<file path="src/rtl/core/ef_pkg.sv">
package ef_pkg;

  localparam int SAMPLE_W = 16;
  localparam int COEF_W   = 16;
  localparam int ENV_W    = 16;
  localparam int INTEG_W  = 40;
  localparam int LEVEL_W  = 32;
  localparam int DIFF_W   = 17;
  localparam int CFG_IDX_W  = 1;
  localparam int CFG_DATA_W = 16;

  // shared multiplier operand and product widths
  localparam int MUL_A_W = 18;
  localparam int MUL_B_W = 25;
  localparam int PROD_W  = MUL_A_W + MUL_B_W;
  localparam int ACC_W   = 57;

  localparam int SQRT_STEPS = LEVEL_W / 2;
  localparam int SQRT_CNT_W = $clog2(SQRT_STEPS);

  localparam logic [COEF_W-1:0] HP_COEFF_RST = 16'd65208;
  localparam logic [COEF_W-1:0] LP_COEFF_RST = 16'd655;

  localparam logic [CFG_IDX_W-1:0] CFG_HP_COEFF = 1'd0;
  localparam logic [CFG_IDX_W-1:0] CFG_LP_COEFF = 1'd1;

  typedef enum logic [3:0] {
    OP_NOP,
    OP_LOAD,
    OP_XS,
    OP_ILO,
    OP_IHI,
    OP_WSUM,
    OP_WSAT,
    OP_DIFF,
    OP_L1,
    OP_L2,
    OP_L3,
    OP_LSUM,
    OP_SQRT,
    OP_OUT
  } op_t;

  typedef enum logic [3:0] {
    ST_IDLE,
    ST_XS,
    ST_ILO,
    ST_IHI,
    ST_WSUM,
    ST_WSAT,
    ST_DIFF,
    ST_L1,
    ST_L2,
    ST_L3,
    ST_LSUM,
    ST_SQRT,
    ST_OUT
  } st_t;

  typedef struct packed {
    op_t op;
  } ef_cmd_t;

endpackage

</file>
<file path="src/rtl/core/ef_ctrl.sv">
module ef_ctrl (
  input  logic            clk,
  input  logic            rst_n,
  input  logic            in_valid,
  output logic            in_ready,
  output logic            out_valid,
  input  logic            out_ready,
  output ef_pkg::ef_cmd_t cmd
);

  ef_pkg::st_t                   st_r, st_nxt;
  logic [ef_pkg::SQRT_CNT_W-1:0] cnt_r, cnt_nxt;
  logic                          out_valid_r, out_valid_nxt;

  always_ff @(posedge clk) begin
    if (!rst_n) begin
      st_r        <= ef_pkg::ST_IDLE;
      cnt_r       <= '0;
      out_valid_r <= 1'b0;
    end else begin
      st_r        <= st_nxt;
      cnt_r       <= cnt_nxt;
      out_valid_r <= out_valid_nxt;
    end
  end

  always_comb begin
    st_nxt   = st_r;
    cnt_nxt  = cnt_r;
    cmd.op   = ef_pkg::OP_NOP;
    in_ready = 1'b0;
    case (st_r)
      ef_pkg::ST_IDLE: begin
        in_ready = 1'b1;
        if (in_valid) begin
          cmd.op = ef_pkg::OP_LOAD;
          st_nxt = ef_pkg::ST_XS;
        end
      end
      ef_pkg::ST_XS: begin
        cmd.op = ef_pkg::OP_XS;
        st_nxt = ef_pkg::ST_ILO;
      end
      ef_pkg::ST_ILO: begin
        cmd.op = ef_pkg::OP_ILO;
        st_nxt = ef_pkg::ST_IHI;
      end
      ef_pkg::ST_IHI: begin
        cmd.op = ef_pkg::OP_IHI;
        st_nxt = ef_pkg::ST_WSUM;
      end
      ef_pkg::ST_WSUM: begin
        cmd.op = ef_pkg::OP_WSUM;
        st_nxt = ef_pkg::ST_WSAT;
      end
      ef_pkg::ST_WSAT: begin
        cmd.op = ef_pkg::OP_WSAT;
        st_nxt = ef_pkg::ST_DIFF;
      end
      ef_pkg::ST_DIFF: begin
        cmd.op = ef_pkg::OP_DIFF;
        st_nxt = ef_pkg::ST_L1;
      end
      ef_pkg::ST_L1: begin
        cmd.op = ef_pkg::OP_L1;
        st_nxt = ef_pkg::ST_L2;
      end
      ef_pkg::ST_L2: begin
        cmd.op = ef_pkg::OP_L2;
        st_nxt = ef_pkg::ST_L3;
      end
      ef_pkg::ST_L3: begin
        cmd.op = ef_pkg::OP_L3;
        st_nxt = ef_pkg::ST_LSUM;
      end
      ef_pkg::ST_LSUM: begin
        cmd.op  = ef_pkg::OP_LSUM;
        cnt_nxt = '0;
        st_nxt  = ef_pkg::ST_SQRT;
      end
      ef_pkg::ST_SQRT: begin
        cmd.op  = ef_pkg::OP_SQRT;
        cnt_nxt = cnt_r + 1'b1;
        if (cnt_r == ef_pkg::SQRT_CNT_W'(ef_pkg::SQRT_STEPS - 1)) begin
          st_nxt = ef_pkg::ST_OUT;
        end
      end
      ef_pkg::ST_OUT: begin
        // hold until the previous word has left the output register
        if (!out_valid_r || out_ready) begin
          cmd.op = ef_pkg::OP_OUT;
          st_nxt = ef_pkg::ST_IDLE;
        end
      end
      default: begin
        st_nxt = ef_pkg::ST_IDLE;
      end
    endcase
  end

  assign out_valid_nxt = (out_valid_r && !out_ready) || (cmd.op == ef_pkg::OP_OUT);
  assign out_valid     = out_valid_r;

endmodule

</file>
<file path="config.mk">
export PLATFORM = sky130hd
export DESIGN_NAME = ef_ctrl
export DESIGN_NICKNAME = d
export VERILOG_FILES = /design/src/rtl/core/ef_pkg.sv /design/src/rtl/core/ef_ctrl.sv
export SDC_FILE = /design/constraint.sdc
export NUM_CORES = 1
export LEC_CHECK = 0
export BUFFER_PORTS_ARGS = -buffer_cell sky130_fd_sc_hd__buf_4
export CAP_MARGIN = 20
export CELL_PAD_IN_SITES_DETAIL_PLACEMENT = 1
export CELL_PAD_IN_SITES_GLOBAL_PLACEMENT = 1
export CORE_MARGIN = 3
export CORE_UTILIZATION = 29
export DETAILED_ROUTE_END_ITERATION = 6
export PLACE_DENSITY = 0.57
export SLEW_MARGIN = 15
export SYNTH_ARGS = -nofsm -noshare
export SYNTH_HDL_FRONTEND = slang
export SYNTH_SLANG_ARGS = --single-unit
export TNS_END_PERCENT = 20
</file>
<file path="constraint.sdc">
create_clock -name clk -period 1.4 [get_ports clk]
set_input_delay 0 -clock clk [delete_from_list [all_inputs] [get_ports clk]]
set_output_delay 0 -clock clk [all_outputs]
set_load 0.005 [all_outputs]
</file>
## Word level (Yosys, flattened, before mapping)

Index checks and enable logic that the tools add are counted.

- Register bits after elaboration: 9
- Bits of input ports: 4
- Output and inout bits: 6
- Logic and storage cells: 38

- $add $sub $neg: 1
- Equality and inequality tests: 17
- Multiplexer cells: 9
- Reductions and logical operators: 8

Operator list:

| kind | number |
|---|---|
| $pmux W4 S13 | 2 |
| $eq A4 B4 Y1 const B | 7 |
| $eq A4 B3 Y1 const B | 4 |
| $mux W4 | 4 |
| $eq A4 B2 Y1 const B | 2 |
| $pmux W4 S2 | 1 |
| $ne A2 B2 Y1 const B | 3 |
| $add A4 B1 Y4 const B | 1 |
| $eq A4 B1 Y1 const B | 1 |
| $logic_not A4 Y1 | 1 |
| $reduce_and A3 Y1 | 1 |
| $logic_not A1 Y1 | 2 |
| $logic_or A1 B1 Y1 | 2 |
| $mux W1 | 2 |
| $reduce_bool A2 Y1 | 1 |
| $logic_and A1 B1 Y1 | 1 |

## Logic depth before layout (Yosys ltp)

- Depth after elaboration: 6
- Mapped depth: 4
- Depth with buffers taken out: 4

## Least setup slack after synthesis

No wires, ideal clock.

- Path type: register to register
- Start: register st_r[3]
- End: register cnt_r[3] in the netlist's numbering
- Library setup time: 88 ps
- Arrival time: 1,036 ps
- Data required time: 1,312 ps
- Slack: 276 ps
- Stages on the path, launching flop included: 5
- Buffers on the path: 1
- Clock period less this slack: 1,124 ps
- Cell sequence: dfxtp_1 > buf_6 > and4b_4 > a41oi_2 > a311oi_2

- Word-level cells in the longest chain between the ends: 2
- Elaborated cells on any way between the ends: 4
- Classes of those cells: 2 x eq/ne; 1 x mux; 1 x reduce/logical

Ends and longest elaborated chain:

| item | RTL line | text |
|---|---|---|
| start: declaration | ef_ctrl.sv:11 | `ef_pkg::st_t st_r, st_nxt;` |
| start signal: assignment | ef_ctrl.sv:17 | `st_r <= ef_pkg::ST_IDLE;` |
| start signal: assignment | ef_ctrl.sv:21 | `st_r <= st_nxt;` |
| $eq A4 B4 Y1 | ef_ctrl.sv:32 | `case (st_r)` |
| $pmux W4 S2 or $reduce_bool A2 Y1 (tied branches) | - |  |
| end signal: assignment | ef_ctrl.sv:22 | `cnt_r <= cnt_nxt;` |
| end: declaration | ef_ctrl.sv:12 | `logic [ef_pkg::SQRT_CNT_W-1:0] cnt_r, cnt_nxt;` |

Several ways; a longest one is shown, not always the timed one.
A chain may end at the register's enable or synchronous reset.

==> reports/metrics.csv <==
metric;value;unit
initial_utilization;32.10;%
ys_seq_elements;9;
drcViolationCount;0;
synth_top_family_by_area;simple AND/OR/NAND/NOR gates;
cts_tree;built;
setup_violations;0;
grt_pass1_vias;540;
synth-edff-count;0;
nets;84;
hold_path.class;in -> reg;
wl;1.409;mm
dp.cells;98;
dr.pass1.iters;4;
grt_util_all_layers;12.53;%
clk_path_buf_depth;2;
hpwl;1.071;mm
yosys.area.top_type_share;30.84;%
synth_mux_area_share;1.713;%
htree_levels;1;
r2r_cells;3;
seq_area;188.9;µm²
post_cts_buffers;0;
maxCapViolations;0;
r2r-end;st_r[3];
drt-wirelength-per-cell;13.68;µm
async_flop_share;0;%
yosysWarnings;0;
pwr-share-clk;25.7;%
path_class;reg -> out;
yosysTopAreaCell;dfxtp_1;
rrSetupSlack;0.16;ns
cts.reportedPaths.clkPinSlew;0.06;ns
diodes;0;
fin_crit_sh;94.30;%
synthXorXnorAreaFrac;1.499;%
p_leak;0.0002631;µW
worst_r2r_startpoint;st_r[2];
switching_share;32.05;%
antenna_found_initial;0;
maxSlewHeadroom;83.80;%
power;765.0;µW
fp.dieW;50.89;µm
first_iter_violations;10;
final-hold-violation-count;0;
layout_min_cycle_time;1.320;ns
antenna_left;0;
pin_count;10;
grt_max_degree;13;
io_buffers;9;
cp-end-kind;output pin;
synth.distinct_cells;33;
clock_sinks;9;
syn-num-nets;71;
holdCritStartpoint;in_valid;
seqPwrFrac;41.5;%
setup_tns;0;ns
pwr-share-comb;32.8;%
mappedNetlistArea;584.3;µm²
drive_above_1_share;35.90;%
synthAdderAreaFrac;2.141;%
synth-simple-area-share;29.12;%
fmax;757.5;MHz
fp.dieH;50.89;µm
fillCellCount;223;
ir_worst_vdd;0.5690;mV
synthTopCellsByCount;9 x dfxtp_1, 5 x a21oi_1, 5 x nor2_1;
final_cells;103;
power_per_cell_area;1065;mW/mm²
syn_inst;66;
dieArea;0.002589;mm²
coreArea;0.001821;mm²
worstSetupStartpointType;flop;
grt_first_pass_wirelength;2.511;mm
synth_flop_cell;dfxtp_1;
area_delta_synth_final;22.91;%
syn-mean-instance-area;8.853;µm²
rows;15;
synth_compound_area_share;26.77;%
yosysSeqAreaShare;30.84;%
yosys-top-cells-area;dfxtp_1 31%, nand4b_1 4.5%, a21oi_1 4.3%;
crit_fanout;12;
root_buffer;clkbuf_4;
whs_path_depth;3;
critical_path_arrival;1.32;ns
viasPerCell;5.214;
tightestPinTransition;0.2428;ns
min_to;st_r[3];
switchingPower;245.2;µW
vias;537;
place.gp.congestion;0.7792;
fin_skew;0.001561;ns
required;1.40;ns
synth.most_common_cell;dfxtp_1;
rsz0062_at_grt;no;
slew_violations;0;
cts_inserted_buffers;3;
multi_input_area;367.9;µm²
p_int;519.8;µW
status;finished clean;
grt.overflow.total;0;
clkLatencyLatePin;0.26;ns
## state kept, by name (all words and copies together), names as in the netlist
| register | cells |
|---|---|
| cnt_r | 4 |
| out_valid | 1 |
| st_r | 4 |
## per-stage QoR
stage / worst slack (ns) / instance area, µm² / hold slack [ns] / util (%)
floorplan: 0.2763 / 584.3 / 0.1175 / -
global placement: 0.1660 / 663.1 / 0.2546 / 36.43
detailed placement: 0.1239 / 663.1 / 0.2497 / 36.43
CTS: 0.009981 / 701.9 / 0.1357 / 38.56
global route: 0.007441 / 718.2 / 0.1632 / 39.45
finish: 0.07986 / 718.2 / 0.1631 / 39.45
## critical path: stages (launching register included)
cell and delay, ns:
dfxtp_4 0.38, or3_4 0.41, nor2_4 0.08, a211oi_1 0.05, buf_4 0.14
## worst max-delay path by stage
stage,from,to,slack (ns),cells past startpoint
6_report,st_r[2],cmd[0],0.08,4
2_1_floorplan,st_r[3],cnt_r[3],0.28,4
3_5_place_dp,st_r[3],st_r[3],0.12,3
4_1_cts,st_r[1],cmd[3],0.01,5
3_3_place_gp,st_r[1],cnt_r[3],0.17,3
5_1_grt,st_r[0],cmd[3],0.007,5
## kinds of logic after synthesis
family / Yosys count
AND/OR/NAND/NOR: 27
AO/OA/AOI/OAI: 20
flip-flops: 9
buffers and inverters: 7
XOR/XNOR: 1
multiplexers: 1
adder cells (fa/ha/maj): 1
## final cells by class
cell class	count	area share (%)
multi-input cells	50	51.22
flip-flops and latches	9	26.31
clock buffers	4	3.659
inverters	3	1.568
well taps	25	4.355
repair buffers	12	12.89
## power by group through the flow
stage | registers [µW] | logic, µW | clock network [µW]
floorplan | 292 | 180 | 0
global placement | 316 | 248 | 0
detailed placement | 317 | 241 | 0
CTS | 313 | 245 | 210
global route | 323 | 278 | 224
finish | 317 | 251 | 196
## layer usage
metal	wire length (µm)	global-route usage [%]	vias up
li1	-	-	270
met3	78	4.373	0
met5	0	0	-
met2	610	18.04	13
met4	0	2.691	0
met1	720	17.86	254
## cells in the final DEF, fill, tap and decap left out, drive strengths merged, types with 2 or more instances in the layout
cell	n
a21oi	6
dfxtp	9
o21ai	3
nor2	5
clkbuf	4
nand2	3
inv	3
a2bb2oi	2
nand3	3
nand3b	3
nand4b	3
nand2b	2
nor3	3
buf	11
## repair_timing
action                                  4_1_cts  5_1_grt
endpoints found under the setup margin        1        3
gates resized for setup                       2        7
hold endpoints to repair                      2        0
pin swaps                                     0        1
hold buffers                                  1        0
Note: power is estimated with default switching activity, not from simulation.
